==> src/hw/rtl/ntcb_pkg.sv <==
// ----------------------------------------------------------------------------
// ntcb_pkg
// shared constants, register codes and log step table
// ----------------------------------------------------------------------------
`timescale 1ns / 1ps

package ntcb_pkg;

    localparam int ADC_BITS = 12;
    localparam int OHM_W    = 20;
    localparam int CK_W     = 16;
    localparam int LN_W     = 23;
    localparam int M_W      = 18;
    localparam int ACC_W    = 17;
    localparam int K_W      = 5;
    localparam int CFG_W    = 20;
    localparam int IDX_W    = 3;
    localparam int TEMP_W   = 16;

    localparam logic [16:0]    LN2_Q16  = 17'd45426;
    localparam logic [M_W-1:0] TWO_Q16  = 18'd131072;
    localparam logic [16:0]    ABS_ZERO = 17'd27315;
    localparam logic [16:0]    Q_MAX    = 17'd60082;
    localparam logic signed [TEMP_W-1:0] TEMP_MAX = 16'sd32767;
    localparam logic signed [TEMP_W-1:0] TEMP_MIN = -16'sd27315;

    typedef enum logic [IDX_W-1:0] {
        REG_FULL_SCALE = 3'd0,
        REG_PULLUP     = 3'd1,
        REG_NOMINAL    = 3'd2,
        REG_T0         = 3'd3,
        REG_BETA       = 3'd4
    } cfg_reg_t;

    function automatic logic [ACC_W-1:0] ln_step(input int i);
        logic [ACC_W-1:0] v;
        begin
            case (i)
                1:       v = 17'd26573;
                2:       v = 17'd14624;
                3:       v = 17'd7719;
                4:       v = 17'd3973;
                5:       v = 17'd2017;
                6:       v = 17'd1016;
                7:       v = 17'd510;
                8:       v = 17'd256;
                9:       v = 17'd128;
                10:      v = 17'd64;
                11:      v = 17'd32;
                12:      v = 17'd16;
                13:      v = 17'd8;
                14:      v = 17'd4;
                15:      v = 17'd2;
                16:      v = 17'd1;
                default: v = '0;
            endcase
            return v;
        end
    endfunction

endpackage

==> src/hw/rtl/ntcb_ln.sv <==
// ----------------------------------------------------------------------------
// ntcb_ln
// four-stage natural log of a positive integer, q16 result
// ----------------------------------------------------------------------------
`timescale 1ns / 1ps

module ntcb_ln (
    input  logic                             aclk,
    input  logic                             en,
    input  logic [ntcb_pkg::OHM_W-1:0]       x,
    output logic signed [ntcb_pkg::LN_W-1:0] ln_q16
);

    logic [ntcb_pkg::K_W-1:0]   k1_reg, k2_reg, k3_reg;
    logic [ntcb_pkg::M_W-1:0]   m1_reg, m2_reg;
    logic [ntcb_pkg::ACC_W-1:0] acc2_reg, acc3_reg;
    logic signed [ntcb_pkg::LN_W-1:0] ln_reg;

    logic [ntcb_pkg::OHM_W-1:0] xx;
    logic [ntcb_pkg::K_W-1:0]   k_next;
    logic [ntcb_pkg::M_W-1:0]   m1_next, m2_next;
    logic [ntcb_pkg::ACC_W-1:0] acc2_next, acc3_next;
    logic [ntcb_pkg::LN_W-1:0]  ln_next;

    // normalize
    always_comb begin
        xx     = (x == '0) ? ntcb_pkg::OHM_W'(1) : x;
        k_next = '0;
        for (int i = 0; i < ntcb_pkg::OHM_W; i++) begin
            if (xx[i]) begin
                k_next = ntcb_pkg::K_W'(i);
            end
        end
        m1_next = ntcb_pkg::M_W'({xx, 16'b0} >> k_next);
    end

    // steps 1 to 8
    always_comb begin
        logic [ntcb_pkg::M_W-1:0] m;
        logic [ntcb_pkg::M_W-1:0] t;
        logic [ntcb_pkg::ACC_W-1:0] acc;
        m   = m1_reg;
        acc = '0;
        for (int i = 1; i <= 8; i++) begin
            t = m + (m >> i);
            if (t <= ntcb_pkg::TWO_Q16) begin
                m   = t;
                acc = acc + ntcb_pkg::ln_step(i);
            end
        end
        m2_next   = m;
        acc2_next = acc;
    end

    // steps 9 to 16
    always_comb begin
        logic [ntcb_pkg::M_W-1:0] m;
        logic [ntcb_pkg::M_W-1:0] t;
        logic [ntcb_pkg::ACC_W-1:0] acc;
        m   = m2_reg;
        acc = acc2_reg;
        for (int i = 9; i <= 16; i++) begin
            t = m + (m >> i);
            if (t <= ntcb_pkg::TWO_Q16) begin
                m   = t;
                acc = acc + ntcb_pkg::ln_step(i);
            end
        end
        acc3_next = acc;
    end

    always_comb begin
        ln_next = ntcb_pkg::LN_W'(k3_reg) * ntcb_pkg::LN_W'(ntcb_pkg::LN2_Q16)
                + ntcb_pkg::LN_W'(ntcb_pkg::LN2_Q16) - ntcb_pkg::LN_W'(acc3_reg);
    end

    always_ff @(posedge aclk) begin
        if (en) begin
            k1_reg   <= k_next;
            m1_reg   <= m1_next;
            k2_reg   <= k1_reg;
            m2_reg   <= m2_next;
            acc2_reg <= acc2_next;
            k3_reg   <= k2_reg;
            acc3_reg <= acc3_next;
            ln_reg   <= $signed(ln_next);
        end
    end

    assign ln_q16 = ln_reg;

endmodule

==> config.mk <==
export PLATFORM = sky130hd
export DESIGN_NAME = ntcb_ln
export DESIGN_NICKNAME = d
export VERILOG_FILES = /design/src/hw/rtl/ntcb_pkg.sv /design/src/hw/rtl/ntcb_ln.sv
export SDC_FILE = /design/constraint.sdc
export NUM_CORES = 1
export LEC_CHECK = 0
export BUFFER_PORTS_ARGS = -buffer_cell sky130_fd_sc_hd__buf_2
export CELL_PAD_IN_SITES_DETAIL_PLACEMENT = 0
export CELL_PAD_IN_SITES_GLOBAL_PLACEMENT = 2
export CORE_MARGIN = 10
export CORE_UTILIZATION = 40
export DETAILED_ROUTE_END_ITERATION = 7
export GPL_TIMING_DRIVEN = 0
export PLACE_DENSITY_LB_ADDON = 0.1
export SETUP_SLACK_MARGIN = 0.3
export SYNTH_ARGS = -nofsm -noshare
export SYNTH_HDL_FRONTEND = slang
export SYNTH_SLANG_ARGS = --single-unit
==> constraint.sdc <==
create_clock -name aclk -period 77.2 [get_ports aclk]
set_clock_uncertainty 0.15 [all_clocks]
set_input_delay 23.16 -clock aclk [delete_from_list [all_inputs] [get_ports aclk]]
set_output_delay 23.16 -clock aclk [all_outputs]
set_load 0.02 [all_outputs]
==> impl_metrics.json, run 1 <==
{
  "status": "completed",
  "die_h_um": 289,
  "yosysMostFrequentCell": "nand2_1",
  "hp-class": "register to register",
  "syn_nets": 4275,
  "clkSinkCount": 108,
  "fmax_mhz": 24.5,
  "clockBufferDepth": 2,
  "slowest_delay_ps": 740,
  "reg2reg_depth": 145,
  "ios": 45,
  "totalWireLength_um": 89800,
  "post_drt_wl_per_cell_um": 17.9,
  "synth_fa_ha_area_share_pct": 12.0,
  "drv_slew": 0,
  "yosys.area_share.simple_pct": 26.6,
  "crit_fanout": 16,
  "synthArstFlopShare_pct": 0,
  "synth_top_family_by_area": "compound AO/OA/AOI/OAI gates",
  "antenna_found_initial": 0,
  "cpMostUsedCell": "a21oi_1",
  "synth_top_area_share_pct": 11.2,
  "rows": 98,
  "maxCapViolCount": 0,
  "synth_mux_area_share_pct": 5.24,
  "cts.repair.resized": 0,
  "first_pass_iters": 5,
  "postCtsSetupBuffers": 0,
  "synth_area_leaders": "edfxtp_1, ha_1, xnor2_1, nand2_1, nor2_1",
  "cp-end-kind": "register",
  "ys_types": 122,
  "clk_latency_ps": 390,
  "portBuffers": 44,
  "largest_reg_flops": 23,
  "hold_viol_final": 0,
  "min_from": "k1_reg[2]$_DFFE_PP_",
  "fill_cells": 7682,
  "netlist_area_um2": 29000,
  "insertedDiodeCount": 0,
  "crit_required_ps": 77150,
  "start_util_pct": 40.5,
  "synthXorXnorAreaFrac_pct": 12.3,
  "fin_setup_tns_ps": 0,
  "drtIter0Drc": 1754,
  "routed_via_density": 5.91,
  "cts.clk_slew.worst_paths_ps": 90,
  "rr_startpoint": "m1_reg[1]$_DFFE_PP_",
  "tightest_slew_ps": 1170,
  "die_area_um2": 83700,
  "hold-path-endpoint": "k2_reg[2]$_DFFE_PP_",
  "ant_nets": 0,
  "r2r_setup_slack_ps": 36450,
  "dieWidth_um": 289,
  "yosys-top-cells-count": "nand2_1, nor2_1, a21oi_1, xnor2_1, ha_1",
  "cts_root_buf": "clkbuf_16",
  "cts_tree": "done",
  "seq_area_frac_synth_pct": 11.2,
  "critical_path_class": "register to register",
  "grt_pass1_vias": 27600,
  "holdPathStages": 0,
  "grt_pass1_wl_um": 147000,
  "slowest_stage": "buf_1",
  "synthFlopType": "edfxtp_1",
  "ys_warn_count": 0,
  "synth_edf_count": 108,
  "area_growth_pct": 6.04,
  "synth_seq_cells": 108,
  "syn_area_per_cell_um2": 7.26,
  "grt_max_degree": 65,
  "vias": 29600,
  "rsz0062_at_grt": "no",
  "synth_area_leader_cell": "edfxtp_1",
  "cts-buffers-inserted": 9,
  "synthCells": 3998,
  "setup_violations": 0,
  "place_hpwl_um": 73900,
  "coreArea_um2": 71700,
  "arrival_ps": 40700,
  "fin_nets": 4331,
  "max_slew_margin_pct": 21.3,
  "period_share_pct": 52.8,
  "postCtsHoldBufs": 0,
  "place_congestion": 0.870,
  "synth_compound_area_share_pct": 27.8,
  "timing.rr.end": "m2_reg[9]$_DFFE_PP_",
  "drive_gt1_share_pct": 7.07,
  "grt.overflow.total": 0,
  "min_period_ps": 40750,
  "drc": 0,
  "grt_use_total_pct": 20.7,
  "htreeDepth": 3,
  "crit_path_start_kind": "register"
}
==> cells in the final DEF (no fill, tap or decap), drive strengths merged, types with 52 or more instances in the layout <==
cell type,instances
a211oi,61
a21o,81
a21oi,281
a31oi,65
and2,52
buf,105
clkbuf,81
edfxtp,108
ha,230
inv,229
mux2i,90
nand2,443
nand3,109
nand4,55
nor2,381
nor3,149
nor4,52
o21ai,206
xnor2,269
xor2,131
==> worst max path at each step <==
stage                         from             endpoint  cells after the start
6_report       m1_reg[1]$_DFFE_PP_  m2_reg[9]$_DFFE_PP_                    145
2_1_floorplan  m1_reg[1]$_DFFE_PP_  m2_reg[9]$_DFFE_PP_                    148
4_1_cts        m1_reg[1]$_DFFE_PP_  m2_reg[9]$_DFFE_PP_                    145
3_5_place_dp   m1_reg[1]$_DFFE_PP_  m2_reg[9]$_DFFE_PP_                    145
5_1_grt        m1_reg[1]$_DFFE_PP_  m2_reg[9]$_DFFE_PP_                    145
3_3_place_gp   m1_reg[1]$_DFFE_PP_  m2_reg[9]$_DFFE_PP_                    145
==> critical path: cells and delay by family, from the launching register on <==
kind,cells,cell delay [ps]
flip-flops,1,440
AND/OR/NAND/NOR,30,6840
multiplexers,5,1910
XOR/XNOR,1,690
adder cells (fa/ha/maj),13,4020
AO/OA/AOI/OAI,69,18080
buffers and inverters,27,8270
==> logic make-up (layout without fill, tap and decap cells) <==
| group | count (synthesis) | count (layout) |
|---|---|---|
| xor+xnor | 402 | 402 |
| fa+ha+maj | 265 | 265 |
| mux | 142 | 142 |
| other cells | 2 | 2 |
| compound gates | 1167 | 1167 |
| flops | 108 | 108 |
| simple gates | 1551 | 1551 |
| buf+inv | 361 | 422 |
==> layout make-up <==
class | count | area (µm²) | area share, %
multi-input cells | 3529 | 24300 | 79.1
flip-flops and latches | 108 | 3240 | 10.5
well taps | 950 | 1190 | 3.86
inverters | 229 | 860 | 2.79
plain buffers | 132 | 563 | 1.83
repair buffers | 45 | 250 | 0.813
clock buffers | 9 | 225 | 0.732
clock inverters | 7 | 88.8 | 0.289
==> through the flow <==
stage | cell area [µm²] | hold WS, ps | worst slack, ps | utilization (%) | instances
global route | 30800 | 282 | 32650 | 42.9 | 5009
detailed placement | 30500 | 255 | 36870 | 42.5 | 4993
CTS | 30800 | 268 | 36780 | 42.9 | 5009
floorplan | 29000 | 250 | 46240 | - | 3998
finish | 30800 | 274 | 36450 | 42.9 | 5009
global placement | 30400 | 251 | 36770 | 42.4 | 4992
==> layer usage <==
metal | GRT usage [%] | share of wire, % | routed length, µm
met3 | 1.01 | 2.6 | 2310
met4 | 4.28 | 1.6 | 1400
met1 | 28.5 | 49 | 43500
met5 | 0 | 0 | 0
met2 | 35.4 | 47 | 42500
Power of run 1 is not shown: default switching activity piles up to over one toggle a cycle in this logic, so the estimate is an artifact.
==> inputs of run 2 (changes only) <==
--- a/config.mk
+++ b/config.mk
@@ -9,7 +9,7 @@
 export CELL_PAD_IN_SITES_DETAIL_PLACEMENT = 0
 export CELL_PAD_IN_SITES_GLOBAL_PLACEMENT = 2
 export CORE_MARGIN = 10
-export CORE_UTILIZATION = 40
+export CORE_UTILIZATION = 39
 export DETAILED_ROUTE_END_ITERATION = 7
 export GPL_TIMING_DRIVEN = 0
 export PLACE_DENSITY_LB_ADDON = 0.1
==> constraint.sdc (replaced) <==
create_clock -name aclk -period 41.1 [get_ports aclk]
set_clock_uncertainty 0.15 [all_clocks]
set_input_delay 12.33 -clock aclk [delete_from_list [all_inputs] [get_ports aclk]]
set_output_delay 12.33 -clock aclk [all_outputs]
set_load 0.02 [all_outputs]
==> impl_metrics.json, run 2 (synthesis gave the netlist of run 1 again) <==
{
  "portBuffers": 44,
  "holdPathStages": 0,
  "largest_reg_flops": 23,
  "arrival_ps": 37450,
  "post_drt_wl_per_cell_um": 17.9,
  "die_h_um": 293,
  "status": "completed",
  "rr_startpoint": "m1_reg[1]$_DFFE_PP_",
  "cts.clk_slew.worst_paths_ps": 90,
  "insertedDiodeCount": 0,
  "grt_max_degree": 74,
  "drtIter0Drc": 1815,
  "htreeDepth": 3,
  "hold_viol_final": 0,
  "period_share_pct": 91.3,
  "hold-path-endpoint": "k3_reg[3]$_DFFE_PP_",
  "crit_path_start_kind": "register",
  "fin_nets": 4332,
  "post_dp_cell_area_um2": 30500,
  "totalWireLength_um": 89900,
  "tightest_slew_ps": 1200,
  "crit_fanout": 16,
  "antenna_found_initial": 0,
  "die_area_um2": 85700,
  "start_util_pct": 39.6,
  "routed_via_density": 5.87,
  "coreArea_um2": 73300,
  "drc": 0,
  "critical_path_class": "register to register",
  "regArea_um2": 3240,
  "cts_root_buf": "clkbuf_16",
  "timing.critical_path.buf_inv": 29,
  "crit_family": "compound AO/OA/AOI/OAI gates",
  "fin_ws_ps": 3590,
  "min_from": "k2_reg[3]$_DFFE_PP_",
  "slowest_stage": "a2111o_1",
  "clk_latency_ps": 390,
  "max_slew_margin_pct": 19.4,
  "grt_use_total_pct": 20.0,
  "clkSinkCount": 108,
  "fmax_mhz": 26.7,
  "clockBufferDepth": 2,
  "rows": 99,
  "vias": 29500,
  "slowest_delay_ps": 560,
  "first_pass_iters": 6,
  "min_period_ps": 37510,
  "dieWidth_um": 293,
  "final_area_um2": 30900,
  "drive_gt1_share_pct": 7.51,
  "place_hpwl_um": 74100,
  "crit_required_ps": 41040,
  "cts-buffers-inserted": 9,
  "layout_commonest_cell": "nand2_1",
  "cpMostUsedCell": "a21oi_1",
  "grt_pass1_wl_um": 146000,
  "hp-class": "register to register",
  "ant_nets": 0,
  "fin_setup_tns_ps": 0,
  "final_cell_mix": "nand2_1, nor2_1, a21oi_1, xnor2_1, ha_1",
  "r2r_setup_slack_ps": 3590,
  "timing.rr.end": "m2_reg[9]$_DFFE_PP_",
  "place_congestion": 0.869,
  "grt_pass1_vias": 27700,
  "grt.overflow.total": 0,
  "ios": 45,
  "multi_input_area_um2": 24400,
  "preCtsSetupSlack_ps": 1110,
  "maxCapViolCount": 0,
  "cp-end-kind": "register",
  "area_growth_pct": 6.34,
  "cts_tree": "done",
  "drv_slew": 0,
  "reg2reg_depth": 147,
  "fill_cells": 7856,
  "rsz0062_at_grt": "no",
  "setup_violations": 0
}
==> run 2: final cells by class <==
type	instances	area share, %
Tap cell	959	3.89
Clock inverter	7	0.304
Buffer	132	1.86
Multi-Input combinational cell	3529	79.1
Inverter	229	2.79
Timing Repair Buffer	46	0.835
Clock buffer	9	0.730
Sequential cell	108	10.5
==> run 2: what timing repair did <==
action                                  in CTS  in global routing
gates resized for setup                      0                 29
hold endpoints to repair                     0                  0
hold buffers                                 0                  0
buffers inserted                             0                  1
endpoints found under the setup margin       0                 27
==> run 2: worst max-delay path by stage <==
| stage | start | to | slack (ps) | cells after the start |
|---|---|---|---|---|
| 6_report | m1_reg[1]$_DFFE_PP_ | m2_reg[9]$_DFFE_PP_ | 3590 | 147 |
| 5_1_grt | m1_reg[1]$_DFFE_PP_ | m2_reg[9]$_DFFE_PP_ | 360 | 150 |
| 4_1_cts | m1_reg[1]$_DFFE_PP_ | m2_reg[9]$_DFFE_PP_ | 900 | 149 |
| 3_5_place_dp | m1_reg[1]$_DFFE_PP_ | m2_reg[9]$_DFFE_PP_ | 1110 | 149 |
| 3_3_place_gp | m1_reg[1]$_DFFE_PP_ | m2_reg[9]$_DFFE_PP_ | 800 | 150 |
| 2_1_floorplan | m1_reg[1]$_DFFE_PP_ | m2_reg[9]$_DFFE_PP_ | 10140 | 148 |
==> run 2: layer usage <==
layer | global-route usage (%) | share of wire (%) | vias up
li1 | - | - | 15000
met1 | 27.5 | 49 | 13900
met2 | 34.4 | 47 | 473
met3 | 1.07 | 2.2 | 70
met4 | 3.56 | 1.3 | 0
met5 | 0 | 0 | -
==> run 2: through the flow <==
stage / hold slack (ps) / utilization, % / instances
final: 256 / 42.1 / 5019
after global routing: 266 / 42.1 / 5019
after CTS: 255 / 42.0 / 5018
after detailed placement: 255 / 41.5 / 5002
after global placement: 252 / 41.5 / 5001
after floorplan: 250 / - / 3998
Power of run 2 is left out for the same reason.
==> inputs of run 3 (changes only) <==
==> constraint.sdc (replaced) <==
create_clock -name aclk -period 41.4 [get_ports aclk]
set_clock_uncertainty 0.15 [all_clocks]
set_input_delay 12.42 -clock aclk [delete_from_list [all_inputs] [get_ports aclk]]
set_output_delay 12.42 -clock aclk [all_outputs]
set_load 0.02 [all_outputs]
==> impl_metrics.json, run 3 (synthesis gave the netlist of run 1 again) <==
{
  "status": "completed",
  "dieWidth_um": 293,
  "min_period_ps": 37850,
  "ios": 45,
  "rows": 99,
  "fmax_mhz": 26.4,
  "area_growth_pct": 6.26,
  "insertedDiodeCount": 0,
  "cts-buffers-inserted": 9,
  "grt_max_degree": 74,
  "cts_tree": "done",
  "portBuffers": 44,
  "place_hpwl_um": 74100,
  "vias": 29400,
  "critical_path_class": "register to register",
  "largest_reg_flops": 23,
  "preCtsSetupSlack_ps": 1410,
  "final_cell_mix": "nand2_1, nor2_1, a21oi_1, xnor2_1, ha_1",
  "coreArea_um2": 73300,
  "crit_fanout": 16,
  "drtIter0Drc": 1765,
  "cp-end-kind": "register",
  "drv_slew": 0,
  "grt_pass1_vias": 27700,
  "hp-class": "register to register",
  "ant_nets": 0,
  "die_area_um2": 85700,
  "cts.clk_slew.worst_paths_ps": 90,
  "rsz0062_at_grt": "no",
  "first_pass_iters": 5,
  "grt_use_total_pct": 20.0,
  "cpMostUsedCell": "a21oi_1",
  "layout_commonest_cell": "nand2_1",
  "setup_violations": 0,
  "clkSinkCount": 108,
  "die_h_um": 293,
  "start_util_pct": 39.6,
  "post_drt_wl_per_cell_um": 17.9,
  "tightest_slew_ps": 1200,
  "crit_required_ps": 41340,
  "htreeDepth": 3,
  "routed_via_density": 5.87,
  "fin_nets": 4332,
  "slowest_delay_ps": 560,
  "place_congestion": 0.869,
  "slowest_stage": "a2111o_1",
  "drive_gt1_share_pct": 7.41,
  "crit_path_start_kind": "register",
  "antenna_found_initial": 0,
  "cts_root_buf": "clkbuf_16",
  "drc": 0,
  "arrival_ps": 37790,
  "clockBufferDepth": 2,
  "fin_setup_tns_ps": 0,
  "period_share_pct": 91.4,
  "hold_viol_final": 0,
  "max_slew_margin_pct": 19.2,
  "maxCapViolCount": 0,
  "totalWireLength_um": 89900,
  "grt_pass1_wl_um": 146000,
  "clk_latency_ps": 390,
  "fin_ws_ps": 3550,
  "grt.overflow.total": 0
}
-- run 3: worst paths after layout --
check	from	cells after the start	slack, ps	endpoint
worst max-delay path	m1_reg[1]$_DFFE_PP_	147	3550	m2_reg[9]$_DFFE_PP_
worst min-delay path	k2_reg[3]$_DFFE_PP_	0	260	k3_reg[3]$_DFFE_PP_
worst max register to register	m1_reg[1]$_DFFE_PP_	147	3550	m2_reg[9]$_DFFE_PP_
worst min register to register	k2_reg[3]$_DFFE_PP_	0	260	k3_reg[3]$_DFFE_PP_
-- run 3: area by class of cell --
type / count / area (µm²)
fill: 7854 / 42500
sequential: 108 / 3240
inverter: 229 / 860
clock buffer: 9 / 225
clock inverter: 7 / 93.8
timing repair buffer: 46 / 258
tap: 959 / 1200
multi-input combinational: 3529 / 24400
buffer: 132 / 573
-- run 3: per-layer routing --
layer | track usage (%) | vias to the layer above | routed length, µm
met5 | 0 | - | 0
met4 | 3.56 | 0 | 1080
met3 | 1.07 | 64 | 2050
met2 | 34.4 | 452 | 42200
met1 | 27.5 | 13900 | 44600
li1 | - | 15000 | -
-- run 3: what timing repair did --
item | CTS | global route
endpoints found under the hold margin | 0 | 0
hold buffers | 0 | 0
endpoints found under the setup margin | 0 | 27
setup buffers | 0 | 1
gates resized for setup | 0 | 23
-- run 3: stage by stage --
step / hold slack [ps] / util [%] / cell area [µm²] / instances
4_1_cts: 255 / 42.0 / 30800 / 5018
6_report: 255 / 42.0 / 30800 / 5019
3_5_place_dp: 255 / 41.5 / 30500 / 5002
2_1_floorplan: 250 / - / 29000 / 3998
3_3_place_gp: 252 / 41.5 / 30400 / 5001
5_1_grt: 266 / 42.0 / 30800 / 5019
-- run 3: critical path, delay by kind of cell (launching register included) --
family                   cells  cell delay, ps
flip-flops                   1             430
multiplexers                 6            2220
buffers and inverters       29            6870
adder cells (fa/ha/maj)     13            3920
AND/OR/NAND/NOR             35            8040
AO/OA/AOI/OAI               63           15620
XOR/XNOR                     1             210
Power of run 3 is left out for the same reason.
